File: src/hw/rtl/mcr_pkg.sv
// shared types and constants for the midpoint circle rasterizer
package mcr_pkg;

  localparam int unsigned SCREEN_WIDTH_DEF  = 240;
  localparam int unsigned SCREEN_HEIGHT_DEF = 240;
  localparam int unsigned QUEUE_DEPTH       = 2;

  localparam int unsigned COORD_W  = 12;
  localparam int unsigned OFFSET_W = 11;
  localparam int unsigned RADIUS_W = 10;
  localparam int unsigned DEC_W    = 14;
  localparam int unsigned DATA_W   = 16;

  typedef enum logic {
    OP_ADVANCE = 1'b0,
    OP_START   = 1'b1
  } op_t;

  typedef struct packed {
    logic signed [COORD_W-1:0]  cx;
    logic signed [COORD_W-1:0]  cy;
    logic signed [OFFSET_W-1:0] x;
    logic signed [OFFSET_W-1:0] y;
    logic [DATA_W-1:0]          pixel;
    logic                       done;
  } step_t;

  typedef struct packed {
    logic push;
  } queue_ctl_t;

endpackage

File: src/hw/rtl/mcr_front.sv
// front end: accepts transactions, holds the circle state and issues one step descriptor per step
module mcr_front (
  input  logic                                clk,
  input  logic                                rst_n,
  input  logic                                in_valid,
  output logic                                in_stall,
  input  logic                                in_op,
  input  logic signed [mcr_pkg::COORD_W-1:0]  in_center_x,
  input  logic signed [mcr_pkg::COORD_W-1:0]  in_center_y,
  input  logic [mcr_pkg::RADIUS_W-1:0]        in_radius,
  input  logic [mcr_pkg::DATA_W-1:0]          in_color,
  output mcr_pkg::queue_ctl_t                 ctl_o,
  input  logic                                full_i,
  output mcr_pkg::step_t                      step_o
);

  logic signed [mcr_pkg::COORD_W-1:0]  cx_r, cx_nxt;
  logic signed [mcr_pkg::COORD_W-1:0]  cy_r, cy_nxt;
  logic [mcr_pkg::DATA_W-1:0]          color_r, color_nxt;
  logic signed [mcr_pkg::OFFSET_W-1:0] x_r, x_nxt;
  logic signed [mcr_pkg::OFFSET_W-1:0] y_r, y_nxt;
  logic signed [mcr_pkg::DEC_W-1:0]    d_r, d_nxt;
  logic                                act_r, act_nxt;

  logic                                accept;
  logic signed [mcr_pkg::COORD_W-1:0]  cx_l, cy_l;
  logic [mcr_pkg::DATA_W-1:0]          color_l;
  logic signed [mcr_pkg::OFFSET_W-1:0] x_l, y_l, x_u, y_u;
  logic signed [mcr_pkg::DEC_W-1:0]    d_l;
  logic                                act_l, emit, done;

  assign accept   = in_valid && !full_i;
  assign in_stall = full_i;

  always_comb begin
    if (mcr_pkg::op_t'(in_op) == mcr_pkg::OP_START) begin
      cx_l    = in_center_x;
      cy_l    = in_center_y;
      color_l = in_color;
      x_l     = '0;
      y_l     = $signed(mcr_pkg::OFFSET_W'(in_radius));
      d_l     = mcr_pkg::DEC_W'(1) - $signed(mcr_pkg::DEC_W'(in_radius));
      act_l   = 1'b1;
    end else begin
      cx_l    = cx_r;
      cy_l    = cy_r;
      color_l = color_r;
      x_l     = x_r;
      y_l     = y_r;
      d_l     = d_r;
      act_l   = act_r;
    end
    emit = act_l && !(x_l > y_l);
    if (d_l < 0) begin
      d_nxt = d_l + (mcr_pkg::DEC_W'(x_l) <<< 1) + mcr_pkg::DEC_W'(3);
      y_u   = y_l;
    end else begin
      d_nxt = d_l + ((mcr_pkg::DEC_W'(x_l) - mcr_pkg::DEC_W'(y_l)) <<< 1)
              + mcr_pkg::DEC_W'(5);
      y_u   = y_l - mcr_pkg::OFFSET_W'(1);
    end
    x_u  = x_l + mcr_pkg::OFFSET_W'(1);
    done = x_u > y_u;

    cx_nxt    = cx_l;
    cy_nxt    = cy_l;
    color_nxt = color_l;
    if (emit) begin
      x_nxt   = x_u;
      y_nxt   = y_u;
      act_nxt = !done;
    end else begin
      x_nxt   = x_l;
      y_nxt   = y_l;
      d_nxt   = d_l;
      act_nxt = 1'b0;
    end
  end

  assign ctl_o.push  = accept && emit;
  assign step_o.cx    = cx_l;
  assign step_o.cy    = cy_l;
  assign step_o.x     = x_l;
  assign step_o.y     = y_l;
  assign step_o.pixel = {color_l[7:0], color_l[15:8]};
  assign step_o.done  = done;

  always_ff @(posedge clk) begin
    if (!rst_n) begin
      cx_r    <= '0;
      cy_r    <= '0;
      color_r <= '0;
      x_r     <= '0;
      y_r     <= '0;
      d_r     <= '0;
      act_r   <= 1'b0;
    end else if (accept) begin
      cx_r    <= cx_nxt;
      cy_r    <= cy_nxt;
      color_r <= color_nxt;
      x_r     <= x_nxt;
      y_r     <= y_nxt;
      d_r     <= d_nxt;
      act_r   <= act_nxt;
    end
  end

endmodule

File: src/hw/rtl/mcr_queue.sv
// short queue of step descriptors between front and back
module mcr_queue (
  input  logic                clk,
  input  logic                rst_n,
  input  mcr_pkg::queue_ctl_t ctl_i,
  input  mcr_pkg::step_t      wr_data,
  output logic                full_o,
  output logic                empty_o,
  input  logic                pop,
  output mcr_pkg::step_t      rd_data
);

  localparam int unsigned PTR_W = (mcr_pkg::QUEUE_DEPTH > 1) ?
                                  $clog2(mcr_pkg::QUEUE_DEPTH) : 1;
  localparam int unsigned CNT_W = $clog2(mcr_pkg::QUEUE_DEPTH + 1);

  mcr_pkg::step_t   mem_r [mcr_pkg::QUEUE_DEPTH];
  logic [PTR_W-1:0] wp_r, wp_nxt, rp_r, rp_nxt;
  logic [CNT_W-1:0] cnt_r, cnt_nxt;
  logic             do_push, do_pop;

  assign full_o  = (cnt_r == CNT_W'(mcr_pkg::QUEUE_DEPTH));
  assign empty_o = (cnt_r == '0);
  assign do_push = ctl_i.push && !full_o;
  assign do_pop  = pop && !empty_o;
  assign rd_data = mem_r[rp_r];

  always_comb begin
    wp_nxt = (wp_r == PTR_W'(mcr_pkg::QUEUE_DEPTH - 1)) ? '0 : wp_r + PTR_W'(1);
    rp_nxt = (rp_r == PTR_W'(mcr_pkg::QUEUE_DEPTH - 1)) ? '0 : rp_r + PTR_W'(1);
    cnt_nxt = cnt_r;
    if (do_push && !do_pop) begin
      cnt_nxt = cnt_r + CNT_W'(1);
    end else if (do_pop && !do_push) begin
      cnt_nxt = cnt_r - CNT_W'(1);
    end
  end

  always_ff @(posedge clk) begin
    if (do_push) begin
      mem_r[wp_r] <= wr_data;
    end
  end

  always_ff @(posedge clk) begin
    if (!rst_n) begin
      wp_r  <= '0;
      rp_r  <= '0;
      cnt_r <= '0;
    end else begin
      if (do_push) begin
        wp_r <= wp_nxt;
      end
      if (do_pop) begin
        rp_r <= rp_nxt;
      end
      cnt_r <= cnt_nxt;
    end
  end

endmodule

File: src/hw/rtl/mcr_back.sv
// back end: walks the eight octant points of a step and drives the result register
module mcr_back #(
  parameter int unsigned SCREEN_WIDTH  = mcr_pkg::SCREEN_WIDTH_DEF,
  parameter int unsigned SCREEN_HEIGHT = mcr_pkg::SCREEN_HEIGHT_DEF
) (
  input  logic                        clk,
  input  logic                        rst_n,
  input  logic                        empty_i,
  input  mcr_pkg::step_t              step_i,
  output logic                        pop,
  output logic                        out_valid,
  input  logic                        out_stall,
  output logic [mcr_pkg::DATA_W-1:0]  out_fb_address,
  output logic [mcr_pkg::DATA_W-1:0]  out_pixel_word,
  output logic                        out_visible,
  output logic                        out_step_last,
  output logic                        out_circle_done
);

  localparam int unsigned PW = mcr_pkg::COORD_W + 2;
  localparam logic signed [PW-1:0] WIDTH_S  = PW'(SCREEN_WIDTH);
  localparam logic signed [PW-1:0] HEIGHT_S = PW'(SCREEN_HEIGHT);
  localparam int unsigned PRODW = mcr_pkg::RADIUS_W + PW;

  mcr_pkg::step_t              cur_r;
  logic                        busy_r;
  logic [2:0]                  k_r;
  logic                        ov_r;
  logic [mcr_pkg::DATA_W-1:0]  addr_r, pix_r;
  logic                        vis_r, last_r, done_r;

  logic                        load, finish;
  logic signed [PW-1:0]        a, b, px, py;
  logic                        vis;
  logic [PRODW-1:0]            addr_full;

  assign load   = busy_r && (!ov_r || !out_stall);
  assign finish = load && (k_r == 3'd7);
  assign pop    = !empty_i && (!busy_r || finish);

  always_comb begin
    a  = k_r[2] ? PW'(cur_r.y) : PW'(cur_r.x);
    b  = k_r[2] ? PW'(cur_r.x) : PW'(cur_r.y);
    px = PW'(cur_r.cx) + (k_r[0] ? -a : a);
    py = PW'(cur_r.cy) + (k_r[1] ? -b : b);
    vis = (px >= 0) && (px < WIDTH_S) && (py >= 0) && (py < HEIGHT_S);
    addr_full = PRODW'(py[mcr_pkg::RADIUS_W-1:0]) * PRODW'(SCREEN_WIDTH)
                + PRODW'(px[mcr_pkg::RADIUS_W-1:0]);
  end

  always_ff @(posedge clk) begin
    if (pop) begin
      cur_r <= step_i;
    end
    if (load) begin
      addr_r <= vis ? addr_full[mcr_pkg::DATA_W-1:0] : '0;
      pix_r  <= cur_r.pixel;
      vis_r  <= vis;
      last_r <= (k_r == 3'd7);
      done_r <= (k_r == 3'd7) && cur_r.done;
    end
  end

  always_ff @(posedge clk) begin
    if (!rst_n) begin
      busy_r <= 1'b0;
      k_r    <= '0;
      ov_r   <= 1'b0;
    end else begin
      if (pop) begin
        busy_r <= 1'b1;
        k_r    <= '0;
      end else if (finish) begin
        busy_r <= 1'b0;
      end else if (load) begin
        k_r <= k_r + 3'd1;
      end
      if (load) begin
        ov_r <= 1'b1;
      end else if (!out_stall) begin
        ov_r <= 1'b0;
      end
    end
  end

  assign out_valid       = ov_r;
  assign out_fb_address  = addr_r;
  assign out_pixel_word  = pix_r;
  assign out_visible     = vis_r;
  assign out_step_last   = last_r;
  assign out_circle_done = done_r;

endmodule

File: src/hw/rtl/midpoint_circle_rasterizer.sv
// top level of the midpoint circle rasterizer
// A start transaction loads centre, radius and colour and produces the first step of the
// circle; each advance transaction produces the next step. Every step yields eight point
// transactions, one per cycle while out_stall is low, from the single point generator in
// the back end. A two-entry step queue sits between the front end, which runs the
// decision-term update combinationally for each transaction, and the back end, so new
// transactions are taken while points are still being emitted. Points off screen come
// out with visible low and address zero; the step's eighth point carries step_last, and
// on the final step circle_done as well.
module midpoint_circle_rasterizer #(
  parameter int unsigned SCREEN_WIDTH  = mcr_pkg::SCREEN_WIDTH_DEF,
  parameter int unsigned SCREEN_HEIGHT = mcr_pkg::SCREEN_HEIGHT_DEF
) (
  input  logic                               clk,
  input  logic                               rst_n,
  input  logic                               in_valid,
  output logic                               in_stall,
  input  logic                               in_op,
  input  logic signed [mcr_pkg::COORD_W-1:0] in_center_x,
  input  logic signed [mcr_pkg::COORD_W-1:0] in_center_y,
  input  logic [mcr_pkg::RADIUS_W-1:0]       in_radius,
  input  logic [mcr_pkg::DATA_W-1:0]         in_color,
  output logic                               out_valid,
  input  logic                               out_stall,
  output logic [mcr_pkg::DATA_W-1:0]         out_fb_address,
  output logic [mcr_pkg::DATA_W-1:0]         out_pixel_word,
  output logic                               out_visible,
  output logic                               out_step_last,
  output logic                               out_circle_done
);

  mcr_pkg::queue_ctl_t ctl;
  mcr_pkg::step_t      wr_step, rd_step;
  logic                full, empty, pop;

  mcr_front u_front (
    .clk         (clk),
    .rst_n       (rst_n),
    .in_valid    (in_valid),
    .in_stall    (in_stall),
    .in_op       (in_op),
    .in_center_x (in_center_x),
    .in_center_y (in_center_y),
    .in_radius   (in_radius),
    .in_color    (in_color),
    .ctl_o       (ctl),
    .full_i      (full),
    .step_o      (wr_step)
  );

  mcr_queue u_queue (
    .clk     (clk),
    .rst_n   (rst_n),
    .ctl_i   (ctl),
    .wr_data (wr_step),
    .full_o  (full),
    .empty_o (empty),
    .pop     (pop),
    .rd_data (rd_step)
  );

  mcr_back #(
    .SCREEN_WIDTH  (SCREEN_WIDTH),
    .SCREEN_HEIGHT (SCREEN_HEIGHT)
  ) u_back (
    .clk             (clk),
    .rst_n           (rst_n),
    .empty_i         (empty),
    .step_i          (rd_step),
    .pop             (pop),
    .out_valid       (out_valid),
    .out_stall       (out_stall),
    .out_fb_address  (out_fb_address),
    .out_pixel_word  (out_pixel_word),
    .out_visible     (out_visible),
    .out_step_last   (out_step_last),
    .out_circle_done (out_circle_done)
  );

endmodule
File: config.mk
export PLATFORM = sky130hd
export DESIGN_NAME = midpoint_circle_rasterizer
export DESIGN_NICKNAME = d
export VERILOG_FILES = /design/src/hw/rtl/mcr_pkg.sv /design/src/hw/rtl/mcr_front.sv /design/src/hw/rtl/mcr_queue.sv /design/src/hw/rtl/mcr_back.sv /design/src/hw/rtl/midpoint_circle_rasterizer.sv
export SDC_FILE = /design/constraint.sdc
export NUM_CORES = 1
export LEC_CHECK = 0
export BUFFER_PORTS_ARGS = -buffer_cell sky130_fd_sc_hd__buf_2
export CORE_MARGIN = 1
export CORE_UTILIZATION = 32
export CTS_CLUSTER_DIAMETER = 100
export CTS_CLUSTER_SIZE = 25
export DETAILED_ROUTE_END_ITERATION = 12
export GPL_ROUTABILITY_DRIVEN = 0
export HOLD_SLACK_MARGIN = 0.15
export PLACE_DENSITY = 0.47
export SLEW_MARGIN = 10
export SYNTH_ARGS = -nofsm -noshare
export SYNTH_HDL_FRONTEND = slang
export SYNTH_HIERARCHICAL = 1
export SYNTH_SLANG_ARGS = --single-unit
File: constraint.sdc
create_clock -name clk -period 11.6 [get_ports clk]
set_input_delay 2.32 -clock clk [delete_from_list [all_inputs] [get_ports clk]]
set_output_delay 2.32 -clock clk [all_outputs]
set_load 0.05 [all_outputs]
Yosys cells after proc, flatten, opt, wreduce, memory -nomap -nowiden
Memory sizes are Yosys's and may differ from the RTL's. A register that Yosys moved wholly into a read port is not among the register bits.
Cells that the tools add are included.

storage, ports and cells
  flip-flop bits (word level) = 121
  bits in latches = 0
  RAM bits = 126
  ROM bits = 0
  bits of input ports = 55
  output and inout bits = 37
  logic and storage cells = 107
  memories = 1

memory list
  memory         depth  width  read ports  clocked after memory_dff  wr ports  line             source
  u_queue.mem_r  2      63     1           1                         1         mcr_queue.sv:17  mcr_pkg::step_t mem_r [mcr_pkg::QUEUE_DEPTH];

cells by class
  add/sub/neg operators = 18
  multiply operators = 1
  divide/modulo/power cells = 0
  $lt $le $gt $ge = 7
  equality and inequality tests = 3
  shift operators = 0
  mux-type cells = 27
  bitwise logic cells = 2
  reductions and logical operators = 30

operators with widths
  kind                                                                                  count
  14-bit 2-to-1 mux                                                                     7
  11-bit 2-to-1 mux                                                                     5
  12-bit by 14-bit adder with 14-bit output                                             2
  14-bit by 1-bit greater-or-equal comparator with 1-bit output, second input constant  2
  14-bit by 9-bit < comparator with 1-bit output, second input constant                 2
  14-bit negation                                                                       2
  12-bit 2-to-1 mux                                                                     2
  11-bit greater-than comparator                                                        2
  16-bit by 10-bit adder with 16-bit output                                             1
  16-bit 2-to-1 mux                                                                     1
  14-bit by 12-bit adder with 14-bit output                                             1
  14-bit by 13-bit adder with 14-bit output                                             1
  14-bit by 3-bit adder with 14-bit output, second input constant                       1
  14-bit by 4-bit adder with 14-bit output, second input constant                       1
  1-bit logical AND                                                                     14
  14-bit by 1-bit < comparator with 1-bit output, second input constant                 1
  10-bit by 4-bit multiplier with 12-bit output, second input constant                  1
  11-bit by 11-bit subtractor with 12-bit output                                        1
  11-bit by 2-bit adder with 11-bit output, second input constant                       1
  1-bit by 10-bit subtractor with 11-bit output, first input constant                   1
  11-bit by 2-bit subtractor with 11-bit output, second input constant                  1
  1-bit 2-to-1 mux                                                                      10
  1-bit zero test                                                                       9
  2-bit 2-to-1 mux                                                                      2
  other kinds (13)                                                                      17

Logic depth before layout (Yosys ltp)
  depth in word-level cells = 10
  depth in mapped cells = 27
  gate-level depth less buffers = 24

By module
Netlist, hierarchy kept.

by module, submodules not included
  module     times used  cells each  area each (um^2)  seq. area each (um^2)
  mcr_back   1           577         6617.6            3042.9
  mcr_front  1           836         6612.6            1541.5
  mcr_queue  1           221         4777.1            3883.7

Least setup slack after synthesis
No wires, ideal clock.

  path type = input to register
  start = in in_op
  end = mem u_queue/mem_r[0][0] (netlist bit), enable pin
  library setup time = 0.474 ns
  arrival time = 8.402 ns
  required time = 11.126 ns
  slack = 2.724 ns
  cell stages on the path = 15
  path buffers = 5
  cells stage by stage = buf_2 -> buf_1 -> clkbuf_1 -> clkbuf_1 -> clkbuf_1 -> nor2b_1 -> fa_1 -> a21o_1 -> a21oi_1 -> o211ai_1 -> a211oi_1 -> o21ai_1 -> nor2_2 -> inv_1 -> nor3_2

RTL lines
  what             line                              source
  start, declared  midpoint_circle_rasterizer.sv:18  input logic in_op,
  end, declared    mcr_queue.sv:17

==> out/metrics.yaml <==
outcome: "complete, no violations"
io_pins: 92
area_delta_synth_final_pct: 10.3
routed_via_density: 4.94
die_x_um: 239
cts_buffer_depth: 3
synth_largest_area_cell: "edfxtp_1"
multi_input_area_um2: 8900
synth.mux.area_fraction_pct: 9.55
fp.coreArea_um2: 55300
fin_setup_tns_ns: 0
synth_edf_count: 224
final_nets: 1900
rr_worst_depth: 22
ys_ff_latch: 311
first_iter_violations: 606
cp_max_fo: 61
critPathBufInv: 4
min_period_ns: 7.71
cts_buffers: 19
yosysWarnings: 6
start_kind: "input pin"
placed_cell_area_um2: 19200
synth_compound_area_share_pct: 11.9
synth_top_family_by_area: "compound AO/OA/AOI/OAI gates"
hold_viol: 0
maxCapViolCount: 0
die_area_um2: 57200
wl_per_cell_um: 17.8
grt_usage_pct: 15.1
grt-ovfl-total: 0
clkLatencyLatePin_ns: 0.53
synth_cell_type_count: 85
yosysMostFrequentCell: "edfxtp_1"
cp.required_ns: 11.97
worstSetupEndpointType: "register"
crit_cells: 23
final_cell_area_um2: 19900
fin_skew_ns: 0.0214
rows: 86
clock_sinks: 311
setup_viol: 0
regArea_um2: 8470
async_flop_share_pct: 0
post-cts-setup-buffers: 0
grt_max_degree: 65
synth_fp_nets: 1835
synthSimpleGateAreaFrac_pct: 11.2
ys_top_cells_by_area: "edfxtp_1 37%, dfxtp_1 9.7%, ha_1 8.9%"
regToRegStartpoint: "u_back/k_r[2]$_SDFFE_PP0P_"
drc: 0
die_y_um: 239
min_path_type: "reg2reg"
diodes: 0
synth_flop_cell: "edfxtp_1"
period_share_pct: 66.5
fillers: 5485
start_util_pct: 32.6
synthCells: 1634
synth_area_um2: 18000
max_clock_freq_mhz: 130
htree_levels: 1
slowest_stage: "buf_4"
synthAdderAreaFrac_pct: 11.0
clk_pin_slew_worst_paths_ns: 0.10
whs_path_depth: 0
wl_um: 43700
synth-xor-area-share_pct: 5.62
drive_above_1_share_pct: 16.3
syn_avg_cell_area_um2: 11.0
synthTopCellsByCount: "224 x edfxtp_1, 138 x nand2_1, 128 x ha_1, 119 x mux2_2, 104 x a21oi_1"
rsz0062_at_grt: "no"
grt_antenna_before_repair: 0
cts_tree: "built"
dr.pass1.iters: 5
path_cells: "buf_4 > buf_4 > mux2i_1 > inv_1 > ha_1 > inv_1 > fa_1 > a21o_1 > a21oi_1 > maj3_1 > o22ai_1 > a21oi_1 > xnor2_1 > ha_1 > ha_1 > nor3_1 > o21ai_0 > a41o_1 > a21oi_1 > o21ai_0 > or3_1 > nand3_1 > a311oi_1"
hpwl_um: 31300
criticalPathCategory: "in2reg"
yosysSeqAreaShare_pct: 47.0
ff2ff_setup_slack_ns: 5.50
cts_resized: 0
ant_nets: 0
r2r_end: "u_back/out_fb_address[15]$_SDFFCE_PN0P_"
worstPathArrival_ns: 8.08
path_delay_family: "compound AO/OA/AOI/OAI gates"
cts_hold_buffers: 0
synth_top_area_share_pct: 37.4
worst_slew_margin_rel_pct: 13.6
hold_end: "u_back/out_pixel_word[2]$_DFFE_PP_"
grt_pass1_vias: 11882
grt_pass1_wl_um: 67200
vias: 12146
slew_violations: 0
hp-start: "u_back/cur_r[3]$_DFFE_PP_"
cts_root_buf: "clkbuf_16"
port_buffers: 91
tightest_slew_ns: 1.30
critPathMaxStageDelay_ns: 0.76
-- through the flow --
| step | utilization (%) | worst slack [ns] | hold slack, ns | std cells |
|---|---|---|---|---|
| floorplan | - | 2.72 | 0.400 | 1634 |
| global placement | 34.8 | 3.44 | 0.403 | 2426 |
| detailed placement | 34.8 | 3.39 | 0.407 | 2426 |
| CTS | 35.9 | 3.95 | 0.430 | 2459 |
| global route | 35.9 | 3.51 | 0.442 | 2459 |
| finish | 35.9 | 3.89 | 0.419 | 2459 |
-- logic make-up after synthesis --
family | Yosys count
muxes | 157
AOI/OAI and AO/OA | 333
buffers and inverters | 160
DFF | 311
adders and majority gates | 148
and+or+nand+nor | 411
xor gates and xnor gates | 114
-- layout make-up --
| class | instances | share of cell area, % |
|---|---|---|
| Multi-Input combinational cell | 1163 | 44.8 |
| Sequential cell | 311 | 42.7 |
| Tap cell | 748 | 4.71 |
| Timing Repair Buffer | 105 | 2.84 |
| Clock buffer | 26 | 2.53 |
| Inverter | 99 | 1.87 |
| Clock inverter | 7 | 0.567 |
-- per-layer routing --
metal  vias up  global-route usage, %  wire [µm]
li1       6096                      -          -
met1      5857                   19.2      19500
met2       149                   27.3      22100
met3        44                   1.76       1120
met4         0                   3.36        915
met5         -                      0          0
-- registers in the layout, summed over array words and instances, names as in the netlist, 3 cells and up, named ones only --
name,count
u_queue/mem_r,126
u_back/cur_r,63
u_back/out_fb_address,16
u_back/out_pixel_word,16
u_front/color_r,16
u_front/d_r,14
u_front/cx_r,12
u_front/cy_r,12
u_front/x_r,11
u_front/y_r,11
u_back/k_r,3
-- how the worst max path moves through the flow --
stage          start                             to  slack, ns
2_1_floorplan  in_op  u_queue/mem_r[0][0]$_DFFE_PP_       2.72
3_3_place_gp   in_op   u_front/d_r[13]$_SDFFE_PN0P_       3.44
3_5_place_dp   in_op   u_front/d_r[13]$_SDFFE_PN0P_       3.39
4_1_cts        in_op   u_front/d_r[13]$_SDFFE_PN0P_       3.95
5_1_grt        in_op   u_front/d_r[13]$_SDFFE_PN0P_       3.51
6_report       in_op   u_front/d_r[13]$_SDFFE_PN0P_       3.89
-- cell usage in the layout, fill, tap and decap left out, drive strengths merged, types with 5 or more instances in the layout --
| cell type | count |
|---|---|
| a211oi | 19 |
| a21boi | 10 |
| a21o | 16 |
| a21oi | 104 |
| a22o | 5 |
| a31oi | 6 |
| and2 | 7 |
| and3 | 5 |
| buf | 105 |
| clkbuf | 26 |
| clkinv | 6 |
| dfxtp | 87 |
| edfxtp | 224 |
| fa | 18 |
| ha | 128 |
| inv | 100 |
| mux2 | 119 |
| mux2i | 38 |
| nand2 | 139 |
| nand2b | 12 |
| nand3 | 54 |
| nand4 | 12 |
| nor2 | 78 |
| nor2b | 27 |
| nor3 | 36 |
| nor3b | 7 |
| nor4 | 8 |
| o2111ai | 5 |
| o211ai | 18 |
| o21a | 18 |
| o21ai | 69 |
| o21bai | 11 |
| o22ai | 5 |
| o31ai | 10 |
| or2 | 9 |
| xnor2 | 70 |
| xor2 | 43 |
Power is left out: the tool's default activity adds up to more than one toggle a clock period on the data nets, which glitch-free logic cannot reach.
